**src/design/ewso_pkg.sv**
```systemverilog
// ----------------------------------------------------------------------------
// Encoder windowed speed observer package
// Shared types, codes and constants of the speed observer.
// ----------------------------------------------------------------------------
package ewso_pkg;

  typedef struct packed {
    logic               clear;
    logic               sample_ok;
    logic [15:0]        sample_number;
    logic [15:0]        angle_count;
    logic signed [31:0] applied_speed_ref;
  } in_beat_t;

  typedef struct packed {
    logic [2:0]         status;
    logic signed [31:0] speed_mech;
    logic signed [31:0] speed_elec;
    logic [31:0]        rotor_position;
    logic               speed_settled;
  } out_beat_t;

  typedef enum logic [2:0] {
    ST_SKIPPED     = 3'd0,
    ST_PRIMED      = 3'd1,
    ST_ACCUMULATED = 3'd2,
    ST_NEW_SPEED   = 3'd3,
    ST_CLEARED     = 3'd4
  } status_code_t;

  localparam logic [2:0] CFG_REVERSE   = 3'd0;
  localparam logic [2:0] CFG_POLE      = 3'd1;
  localparam logic [2:0] CFG_ALPHA     = 3'd2;
  localparam logic [2:0] CFG_SCALE     = 3'd3;
  localparam logic [2:0] CFG_ZH_SCALE  = 3'd4;
  localparam logic [2:0] CFG_ZH_MIN    = 3'd5;

  localparam int DIV_BITS = 64;

  typedef enum logic [3:0] {
    S_IDLE, S_EVAL, S_MULQ, S_DIVQ, S_RAW, S_MULT, S_DIVT,
    S_FMUL, S_FADD, S_GUARD, S_EMIT
  } fsm_state_t;

  typedef struct packed {
    logic load;
    logic eval;
    logic mulq;
    logic div;
    logic raw;
    logic mult;
    logic fmul;
    logic fadd;
    logic guard;
    logic emit;
  } dp_cmd_t;

  typedef struct packed {
    logic window;
    logic div_done;
    logic out_free;
  } dp_stat_t;

endpackage

```
**src/design/ewso_ctrl.sv**
```systemverilog
// ----------------------------------------------------------------------------
// Speed observer controller
// Sequences evaluation, the two divisions, the filter and the result beat.
// ----------------------------------------------------------------------------
module ewso_ctrl (
  input  logic              clk,
  input  logic              rst,
  input  logic              in_valid,
  output logic              in_stall,
  output ewso_pkg::dp_cmd_t cmd,
  input  ewso_pkg::dp_stat_t stat
);
  import ewso_pkg::*;

  fsm_state_t state, state_next;

  always_ff @(posedge clk) begin
    if (rst) begin
      state <= S_IDLE;
    end else begin
      state <= state_next;
    end
  end

  always_comb begin
    state_next = state;
    cmd = '0;
    in_stall = (state != S_IDLE);
    case (state)
      S_IDLE: begin
        if (in_valid) begin
          cmd.load = 1'b1;
          state_next = S_EVAL;
        end
      end
      S_EVAL: begin
        cmd.eval = 1'b1;
        state_next = stat.window ? S_MULQ : S_EMIT;
      end
      S_MULQ: begin
        cmd.mulq = 1'b1;
        state_next = S_DIVQ;
      end
      S_DIVQ: begin
        cmd.div = 1'b1;
        if (stat.div_done) state_next = S_RAW;
      end
      S_RAW: begin
        cmd.raw = 1'b1;
        state_next = S_MULT;
      end
      S_MULT: begin
        cmd.mult = 1'b1;
        state_next = S_DIVT;
      end
      S_DIVT: begin
        cmd.div = 1'b1;
        if (stat.div_done) state_next = S_FMUL;
      end
      S_FMUL: begin
        cmd.fmul = 1'b1;
        state_next = S_FADD;
      end
      S_FADD: begin
        cmd.fadd = 1'b1;
        state_next = S_GUARD;
      end
      S_GUARD: begin
        cmd.guard = 1'b1;
        state_next = S_EMIT;
      end
      S_EMIT: begin
        if (stat.out_free) begin
          cmd.emit = 1'b1;
          state_next = S_IDLE;
        end
      end
      default: state_next = S_IDLE;
    endcase
  end

endmodule

```
**config.mk**
```make
export PLATFORM = sky130hd
export DESIGN_NAME = ewso_ctrl
export DESIGN_NICKNAME = d
export VERILOG_FILES = /design/src/design/ewso_pkg.sv /design/src/design/ewso_ctrl.sv
export SDC_FILE = /design/constraint.sdc
export NUM_CORES = 1
export LEC_CHECK = 0
export ABC_AREA = 1
export BUFFER_PORTS_ARGS = -buffer_cell sky130_fd_sc_hd__buf_2
export CAP_MARGIN = 20
export CORE_AREA = 2 2 39 41
export DETAILED_ROUTE_END_ITERATION = 6
export DIE_AREA = 0 0 41 43
export GPL_ROUTABILITY_DRIVEN = 0
export SETUP_SLACK_MARGIN = 0.05
export SLEW_MARGIN = 10
export SYNTH_ARGS = -nofsm -noshare
export SYNTH_HDL_FRONTEND = slang
export SYNTH_SLANG_ARGS = --single-unit
```
**constraint.sdc**
```tcl
create_clock -name clk -period 1.5 [get_ports clk]
set_input_delay 0.225 -clock clk [delete_from_list [all_inputs] [get_ports clk]]
set_output_delay 0.225 -clock clk [all_outputs]
set_load 0.02 [all_outputs]
```
==> metrics.csv, run 1 <==
metric;value;unit
antenna_cells;0;
dr.pass1.iters;4;
grt-ovfl-total;0;
fmax;707;MHz
async_flop_share;0;%
final-setup-viol-count;0;
core;0.00138;mm2
htree_num_levels;1;
clock_tree.root_cell;clkbuf_4;
status;completed;
top_register;state;
drtAntennaViolNets;0;
p_per_area;1810;mW/mm2
antenna_found_initial;0;
netlist_area;403;um2
largest_register_ffs;4;
grt_pass1_wl;1480;um
final-max-slew-violation-count;0;
vias_per_cell;4.33;
holdBufCountCts;0;
grt_pass1_vias;371;
cts_buffers;3;
finalNonFillerCells;111;
clkSlewWorstSetupHoldPaths;0.04;ns
cts_tree;built;
required;1.27;ns
clock_sinks;4;
synthFlopType;dfxtp_1;
synth-edff-count;0;
crit_path_start_kind;register;
routed_wl;965;um
vdd_drop_max;0.000619;V
hpwl;812;um
die_y;43;um
final.setup.tns;0;ns
synthTopCellsByArea;nand2_1 21%, dfxtp_1 20%, inv_1 15%;
netlist.area_leader.share;21.4;%
crit_fanout;4;
final-hold-violation-count;0;
final.period_utilization;94.2;%
worstPathArrival;1.19;ns
r2r_start;state[1]$_SDFFE_PP0P_;
critPathKind;reg -> out;
dp.cells;107;
rr_worst_depth;9;
clock_latency;0.23;ns
die_w;41;um
fin_worst_skew;0.00211;ns
cts_max_path_buffers;2;
synth_top_cells_by_count;23 x nand2_1, 16 x inv_1, 7 x nor2_1;
drive_gt1_share;44.2;%
layout.nets;103;
grt_max_degree;8;
worstReg2RegEnd;state[1]$_SDFFE_PP0P_;
hold_path.class;in -> reg;
port_buffers;16;
timing.reg2reg.setup_slack;0.26;ns
power;1.01;mW
syn_to_final_growth;39.1;%
syn_area_per_cell;5.37;um2
die_area;0.00176;mm2
fillers;154;
syn-instance-count;75;
biggestRegsByFlops;state: 4 flops;
whs_endpoint;state[1]$_SDFFE_PP0P_;
vias;481;
drtIter0Drc;17;
drv_cap;0;
ys_seq_elements;4;
p_leak;0.378;nW
worstHoldPathCells;2;
ys_types;16;
track_usage;12.6;%
worst_slew_pin_slew;0.196;ns
synth_top_area_cell;nand2_1;
yosys_warnings;0;
end_kind;output pin;
synth_most_common_cell;nand2_1;
start_util;29.1;%
fin_crit;1.41;ns
wl_per_cell;8.69;um
hp-start;rst;
placementRows;14;
maxSlewHeadroom;86.9;%
syn_nets;81;
rsz0062_at_grt;true;
drcViolationCount;0;
boundaryPins;17;
ys_seq_area_share;19.9;%
[logic make-up (layout without fill, tap and decap cells)]
logic type	Yosys count	count (layout)	share of synthesized area, %
DFF	4	4	19.9
AOI/OAI and AO/OA	5	5	7.14
buffers and inverters	21	41	19.6
and+or+nand+nor	45	45	53.4
[where the power goes]
| part | leakage (nW) | switching (mW) | internal (mW) | total [mW] |
|---|---|---|---|---|
| Sequential | 0.0347 | 0.0827 | 0.159 | 0.242 |
| Combinational | 0.329 | 0.418 | 0.228 | 0.646 |
| Clock | 0.0138 | 0.0375 | 0.0891 | 0.127 |
[through the flow]
| step | instance area (um2) | utilization, % | setup slack (ns) | hold WS (ns) |
|---|---|---|---|---|
| after floorplan | 403 | - | 0.174 | 0.287 |
| after global placement | 503 | 36.3 | 0.203 | 0.414 |
| after detailed placement | 503 | 36.3 | 0.231 | 0.417 |
| after CTS | 533 | 38.5 | 0.0482 | 0.164 |
| after global routing | 561 | 40.5 | 0.0159 | 0.174 |
| final | 561 | 40.5 | 0.0864 | 0.171 |
[area by class of cell]
cell class / count / area, um2 / share of cell area, %
repair buffers: 17 / 90.1 / 16.1
inverters: 21 / 78.8 / 14.1
well taps: 16 / 20.0 / 3.57
multi-input cells: 50 / 262 / 46.7
clock buffers: 3 / 22.5 / 4.02
flip-flops and latches: 4 / 87.6 / 15.6
[layer usage]
metal	up-vias	track usage (%)	wire length [um]
li1	261	-	-
met1	206	16.7	456
met2	14	18.4	465
met3	0	4.71	43
met4	0	4.00	0
met5	-	0	0
[timing repair]
item                                    4_1_cts  5_1_grt
gates resized for setup                       3        7
pin swaps                                     0        1
endpoints found under the setup margin        5        8
setup buffers                                 0        1
gates cloned                                  0        0
[worst max path at each step]
| stage | start | endpoint | slack, ns | cells past startpoint |
|---|---|---|---|---|
| 2_1_floorplan | state[2]$_SDFFE_PP0P_ | cmd[5] | 0.17 | 4 |
| 3_3_place_gp | state[2]$_SDFFE_PP0P_ | cmd[5] | 0.20 | 5 |
| 3_5_place_dp | state[2]$_SDFFE_PP0P_ | cmd[5] | 0.23 | 5 |
| 4_1_cts | state[2]$_SDFFE_PP0P_ | cmd[5] | 0.05 | 5 |
| 5_1_grt | state[2]$_SDFFE_PP0P_ | cmd[5] | 0.02 | 5 |
| 6_report | state[3]$_SDFFE_PP0P_ | cmd[2] | 0.09 | 5 |
[placed cells by master (no fill, tap or decap)]
cell	instances
clkinv_1	1
nand2_2	3
nand3_2	2
o21ai_0	3
nand4_1	1
nor2_2	4
a21oi_2	1
a21oi_1	1
nor3_2	1
dfxtp_2	3
dfxtp_4	1
nand3_1	2
inv_1	16
nor2_4	3
buf_2	15
nor2_1	6
inv_2	4
buf_4	2
nand2_1	23
clkbuf_4	3
[worst max-delay path: stages (launching register included)]
cell and delay [ns]:
dfxtp_2 0.39, inv_2 0.05, nor2_2 0.17, nand2_1 0.10
inv_1 0.09, buf_2 0.16
(Power assumes the default switching activity.)
==> run 2, diff against run 1 <==
==> constraint.sdc (replaced) <==
create_clock -name clk -period 1.55 [get_ports clk]
set_input_delay 0.2325 -clock clk [delete_from_list [all_inputs] [get_ports clk]]
set_output_delay 0.2325 -clock clk [all_outputs]
set_load 0.02 [all_outputs]
==> run 2 against run 1 <==
Against the previous run:
- total power is 3.4% lower
- critical endpoint is now cmd[8]
- first-iteration DRC count is 59% lower
- sequential power is 7% lower
- highest routed layer unchanged
==> metrics.csv, run 2 (same netlist as run 1, synthesis figures left out) <==
metric;value;unit;change
status;completed;;
syn_to_final_growth;38.5;%;
worst_path_max_delay_cell;dfxtp_2;;
path_cells;nor2_2 -> inv_1 -> nor2_2 -> buf_2;;
final_util;40.3;%;-0.18 points
layout_common_cells;23 x nand2_1, 16 x inv_1, 16 x buf_2;;
core;0.00138;mm2;unchanged
routed_wl;971;um;+0.62%
clock_sinks;4;;unchanged
antenna_found_initial;0;;unchanged
drv_cap;0;;unchanged
final-hold-violation-count;0;;unchanged
final_area;558;um2;-0.45%
rsz0062_at_grt;true;;
drtIter0Drc;7;;-10
place_area;503;um2;unchanged
required;1.32;ns;+0.05 ns
clkSlewWorstSetupHoldPaths;0.04;ns;about the same
whs;0.175;ns;+0.00476 ns
boundaryPins;17;;unchanged
final-max-slew-violation-count;0;;unchanged
cts_tree;built;;
startpoint;state[2]$_SDFFE_PP0P_;;
crit_end;cmd[8];;
rr_worst_depth;9;;unchanged
grt_pass1_vias;390;;+5.1%
crit_path_start_kind;register;;
fin_crit;1.44;ns;
wl_per_cell;8.67;um;-0.28%
crit_fanout;6;;+2
final-setup-viol-count;0;;unchanged
final.setup.tns;0;ns;unchanged
cts_max_path_buffers;2;;unchanged
vdd_drop_max;0.000809;V;+31%
final_common_cell;nand2_1;;
drtAntennaViolNets;0;;unchanged
end_kind;output pin;;
start_util;29.1;%;unchanged
critPathKind;reg -> out;;
vias;489;;+1.7%
drcViolationCount;0;;unchanged
drive_gt1_share;43.8;%;-0.46 points
hpwl;791;um;-2.6%
vias_per_cell;4.37;;+0.76%
track_usage;13.0;%;+0.31 points
clock_tree.root_cell;clkbuf_4;;
cpPeakStageDelay;0.34;ns;-0.05 ns
final.period_utilization;93.1;%;
die_area;0.00176;mm2;unchanged
htree_num_levels;1;;unchanged
pwr-share-comb;63.9;%;+0.2 points
hold_path.class;in -> reg;;
port_buffers;16;;unchanged
biggestRegsByFlops;state: 4 flops;;
maxSlewHeadroom;82.2;%;-4.7 points
p_per_area;1760;mW/mm2;-2.9%
timing.reg2reg.setup_slack;0.31;ns;+0.05 ns
die_y;43;um;unchanged
p_sw_share;53.1;%;about the same
dr.pass1.iters;4;;unchanged
clockPowerShare;13.1;%;+0.6 points
layout.nets;104;;+0.97%
grt-ovfl-total;0;;unchanged
grt_pass1_wl;1570;um;+5.6%
cts_buffers;3;;unchanged
antenna_cells;0;;unchanged
grt_max_degree;8;;unchanged
die_w;41;um;unchanged
p_int;0.460;mW;-3.4%
worstReg2RegEnd;state[1]$_SDFFE_PP0P_;;
fin_worst_skew;0.00321;ns;+0.00110 ns
p_leak;0.381;nW;+0.76%
seq_power_share;23.0;%;-0.8 points
top_register;state;;
worstPathArrival;1.21;ns;+0.02 ns
clock_latency;0.23;ns;about the same
worst_slew_pin_slew;0.267;ns;+0.0707 ns
cpMostUsedCell;nor2_2;;
r2r_start;state[1]$_SDFFE_PP0P_;;
placementRows;14;;unchanged
largest_register_ffs;4;;unchanged
fmax;693;MHz;
power.switching;0.521;mW;-3.3%
==> run 2: cell types whose count changed in the layout (fill, tap and decap cells not counted), sizes merged <==
cell  previous run  this run
buf             17        18
==> run 2: power groups by stage <==
stage	combinational (mW)	clock [mW]	sequential [mW]
finish	0.627	0.128	0.226
global route	0.704	0.150	0.234
CTS	0.594	0.134	0.208
detailed placement	0.590	0	0.206
global placement	0.590	0	0.204
floorplan	0.449	0	0.194
==> run 2: worst min path at each step <==
stage / to / startpoint / slack (ns) / depth (start not counted)
after CTS: state[1]$_SDFFE_PP0P_ / rst / 0.18 / 2
after global placement: state[1]$_SDFFE_PP0P_ / rst / 0.42 / 2
after global routing: state[1]$_SDFFE_PP0P_ / rst / 0.16 / 2
after floorplan: state[1]$_SDFFE_PP0P_ / rst / 0.29 / 1
after detailed placement: state[1]$_SDFFE_PP0P_ / rst / 0.43 / 2
final: state[1]$_SDFFE_PP0P_ / rst / 0.18 / 2
==> run 2: per-stage QoR <==
step                cells  power [mW]  setup slack, ns
floorplan              75       0.643            0.217
global placement      107       0.794            0.244
global route          112        1.09          0.00977
CTS                   110       0.936           0.0667
finish                112       0.981            0.108
detailed placement    107       0.797            0.263
==> run 2: routing by layer <==
layer	routed length, um	track usage [%]	share of wire, %
met4	0	2.00	0
met3	62	6.28	6.4
met5	0	0	0
met2	465	17.8	48
met1	443	18.3	46
==> run 2: critical path: cells and delay by family, from the launching register on <==
family,cells,cell delay [ns]
buf+inv,2,0.27
flops,1,0.34
simple gates,2,0.38
==> run 2: repair_timing <==
item | in CTS | in global routing
endpoints found under the setup margin | 1 | 10
hold buffers | 0 | 0
resized for setup | 1 | 6
pin swaps | 0 | 1
buffers inserted | 0 | 2
==> run 2: layout make-up <==
cell class                 count  area, um2
inverter                      21       78.8
clock buffer                   3       22.5
multi-input combinational     50        254
tap                           16       20.0
sequential                     4       87.6
timing repair buffer          18       95.1
fill                         161        826
==> run 3, diff against run 2 <==
--- a/config.mk
+++ b/config.mk
@@ -6,11 +6,11 @@
 export NUM_CORES = 1
 export LEC_CHECK = 0
 export ABC_AREA = 1
-export BUFFER_PORTS_ARGS = -buffer_cell sky130_fd_sc_hd__buf_2
 export CAP_MARGIN = 20
 export CORE_AREA = 2 2 39 41
 export DETAILED_ROUTE_END_ITERATION = 6
 export DIE_AREA = 0 0 41 43
+export DONT_BUFFER_PORTS = 1
 export GPL_ROUTABILITY_DRIVEN = 0
 export SETUP_SLACK_MARGIN = 0.05
 export SLEW_MARGIN = 10
==> run 3 against run 2 <==
Against the previous run:
- register-to-register slack about the same
- utilization decreased by 4.2 points
- sequential share of layout area grew 1.1 points
- sequential power is 2% higher
- final cell count decreased by 13%
- hold slack got worse by 0.12 ns
- critical path depth is 1 higher
- clock power barely moved
- via count down 9.2%
- sequential cell count is the same
- cell area decreased by 11%
==> metrics.csv, run 3 (same netlist as run 1, synthesis figures left out) <==
metric;value;unit;change
status;completed;;
finalNonFillerCells;98;;-13%
critPathKind;reg -> out;;
drv_cap;0;;unchanged
layout.nets;90;;-13%
final-setup-viol-count;0;;unchanged
htree_num_levels;1;;unchanged
core;0.00138;mm2;unchanged
final_area;499;um2;-11%
boundaryPins;17;;unchanged
hold_path.class;in -> reg;;
drive_gt1_share;34.1;%;-9.6 points
drtIter0Drc;9;;+2
crit_path_start_kind;register;;
die_w;41;um;unchanged
clock_sinks;4;;unchanged
start_util;29.1;%;unchanged
layout_common_cells;23 x nand2_1, 16 x inv_1, 5 x nor2_1;;
routed_wl;922;um;-5.0%
final-hold-violation-count;0;;unchanged
p_leak;0.313;nW;-18%
place_area;453;um2;-10%
biggestRegsByFlops;state: 4 flops;;
end_kind;output pin;;
dr.pass1.iters;4;;unchanged
port_buffers;0;;-16
vdd_drop_max;0.000766;V;-5.3%
cts_buffers;3;;unchanged
dp.cells;95;;-11%
drcViolationCount;0;;unchanged
largest_register_ffs;4;;unchanged
fin_crit;1.47;ns;+0.0250 ns
postCtsSetupRepairBufs;0;;unchanged
wl_per_cell;9.41;um;+8.5%
hp-start;rst;;
clkSlewWorstSetupHoldPaths;0.03;ns;about the same
final_common_cell;nand2_1;;
placementRows;14;;unchanged
fmax;682;MHz;-1.7%
fin_worst_skew;0.00161;ns;-0.00160 ns
grt_max_degree;8;;unchanged
r2r_start;state[2]$_SDFFE_PP0P_;;
grt_pass1_wl;1500;um;-4.0%
top_register;state;;
vias_per_cell;4.53;;+3.8%
hpwl;763;um;-3.6%
antenna_found_initial;0;;unchanged
drtAntennaViolNets;0;;unchanged
cts_tree;built;;
syn_to_final_growth;23.9;%;
required;1.32;ns;about the same
clock_latency;0.23;ns;about the same
final-max-slew-violation-count;0;;unchanged
cts_max_path_buffers;2;;unchanged
rsz0062_at_grt;true;;
grt_pass1_vias;367;;-5.9%
die_y;43;um;unchanged
antenna_cells;0;;unchanged
clock_tree.root_cell;clkbuf_4;;
final.period_utilization;94.7;%;+1.6 points
startpoint;state[2]$_SDFFE_PP0P_;;
crit_fanout;5;;-1
final.setup.tns;0;ns;unchanged
grt-ovfl-total;0;;unchanged
p_per_area;1910;mW/mm2;+8.6%
cts-resized-gates;1;;unchanged
vias;444;;-9.2%
holdBufCountCts;0;;unchanged
fillers;157;;-2.5%
worstPathArrival;1.23;ns;+0.02 ns
track_usage;12.7;%;-0.29 points
worst_slew_pin_slew;0.230;ns;-0.0369 ns
maxSlewHeadroom;84.6;%;+2.5 points
die_area;0.00176;mm2;unchanged
run 3: cell types whose count changed in the layout (fill, tap and decap cells not counted), sizes merged:
cell  delta
buf     -14
run 3: critical path, cell delays in order (launching register included):
cell and delay, ns:
dfxtp_1 0.43, inv_2 0.07, nor2_4 0.13, inv_1 0.07, nor3_1 0.13, buf_4 0.17
run 3: path summary, 6_finish.rpt:
| check | end | slack [ns] | depth (start not counted) |
|---|---|---|---|
| setup / recovery | cmd[5] | 0.08 | 5 |
| hold / removal | state[1]$_SDFFE_PP0P_ | 0.05 | 1 |
| setup reg to reg | state[1]$_SDFFE_PP0P_ | 0.32 | 8 |
| hold reg to reg | state[1]$_SDFFE_PP0P_ | 0.54 | 2 |
run 3: layout make-up:
class                   instances  area [um2]  share of cell area (%)
multi-input cells              50         264                    52.9
flip-flops and latches          4        83.8                    16.8
inverters                      21        78.8                    15.8
repair buffers                  4        30.0                    6.02
clock buffers                   3        22.5                    4.51
well taps                      16        20.0                    4.01
run 3: stage by stage:
step	power [mW]	hold WS [ns]	setup slack, ns	utilization (%)
after global routing	1.06	0.0400	0.00842	36.1
after global placement	0.797	0.297	0.250	32.7
after CTS	0.935	0.0511	0.0510	34.5
after floorplan	0.643	0.295	0.217	-
after detailed placement	0.802	0.296	0.228	32.7
final	0.952	0.0513	0.0827	36.1
run 3: where the power goes:
part	switching, mW	internal (mW)
Clock	0.0394	0.0864
Combinational	0.389	0.207
Sequential	0.0830	0.148
run 3: per-layer routing:
metal | share of wire [%] | global-route usage (%) | vias to the layer above
met5 | 0 | 0 | -
met4 | 0 | 2.00 | 0
met3 | 5.6 | 6.81 | 0
met2 | 45 | 16.9 | 14
met1 | 49 | 18.1 | 195
li1 | - | - | 235
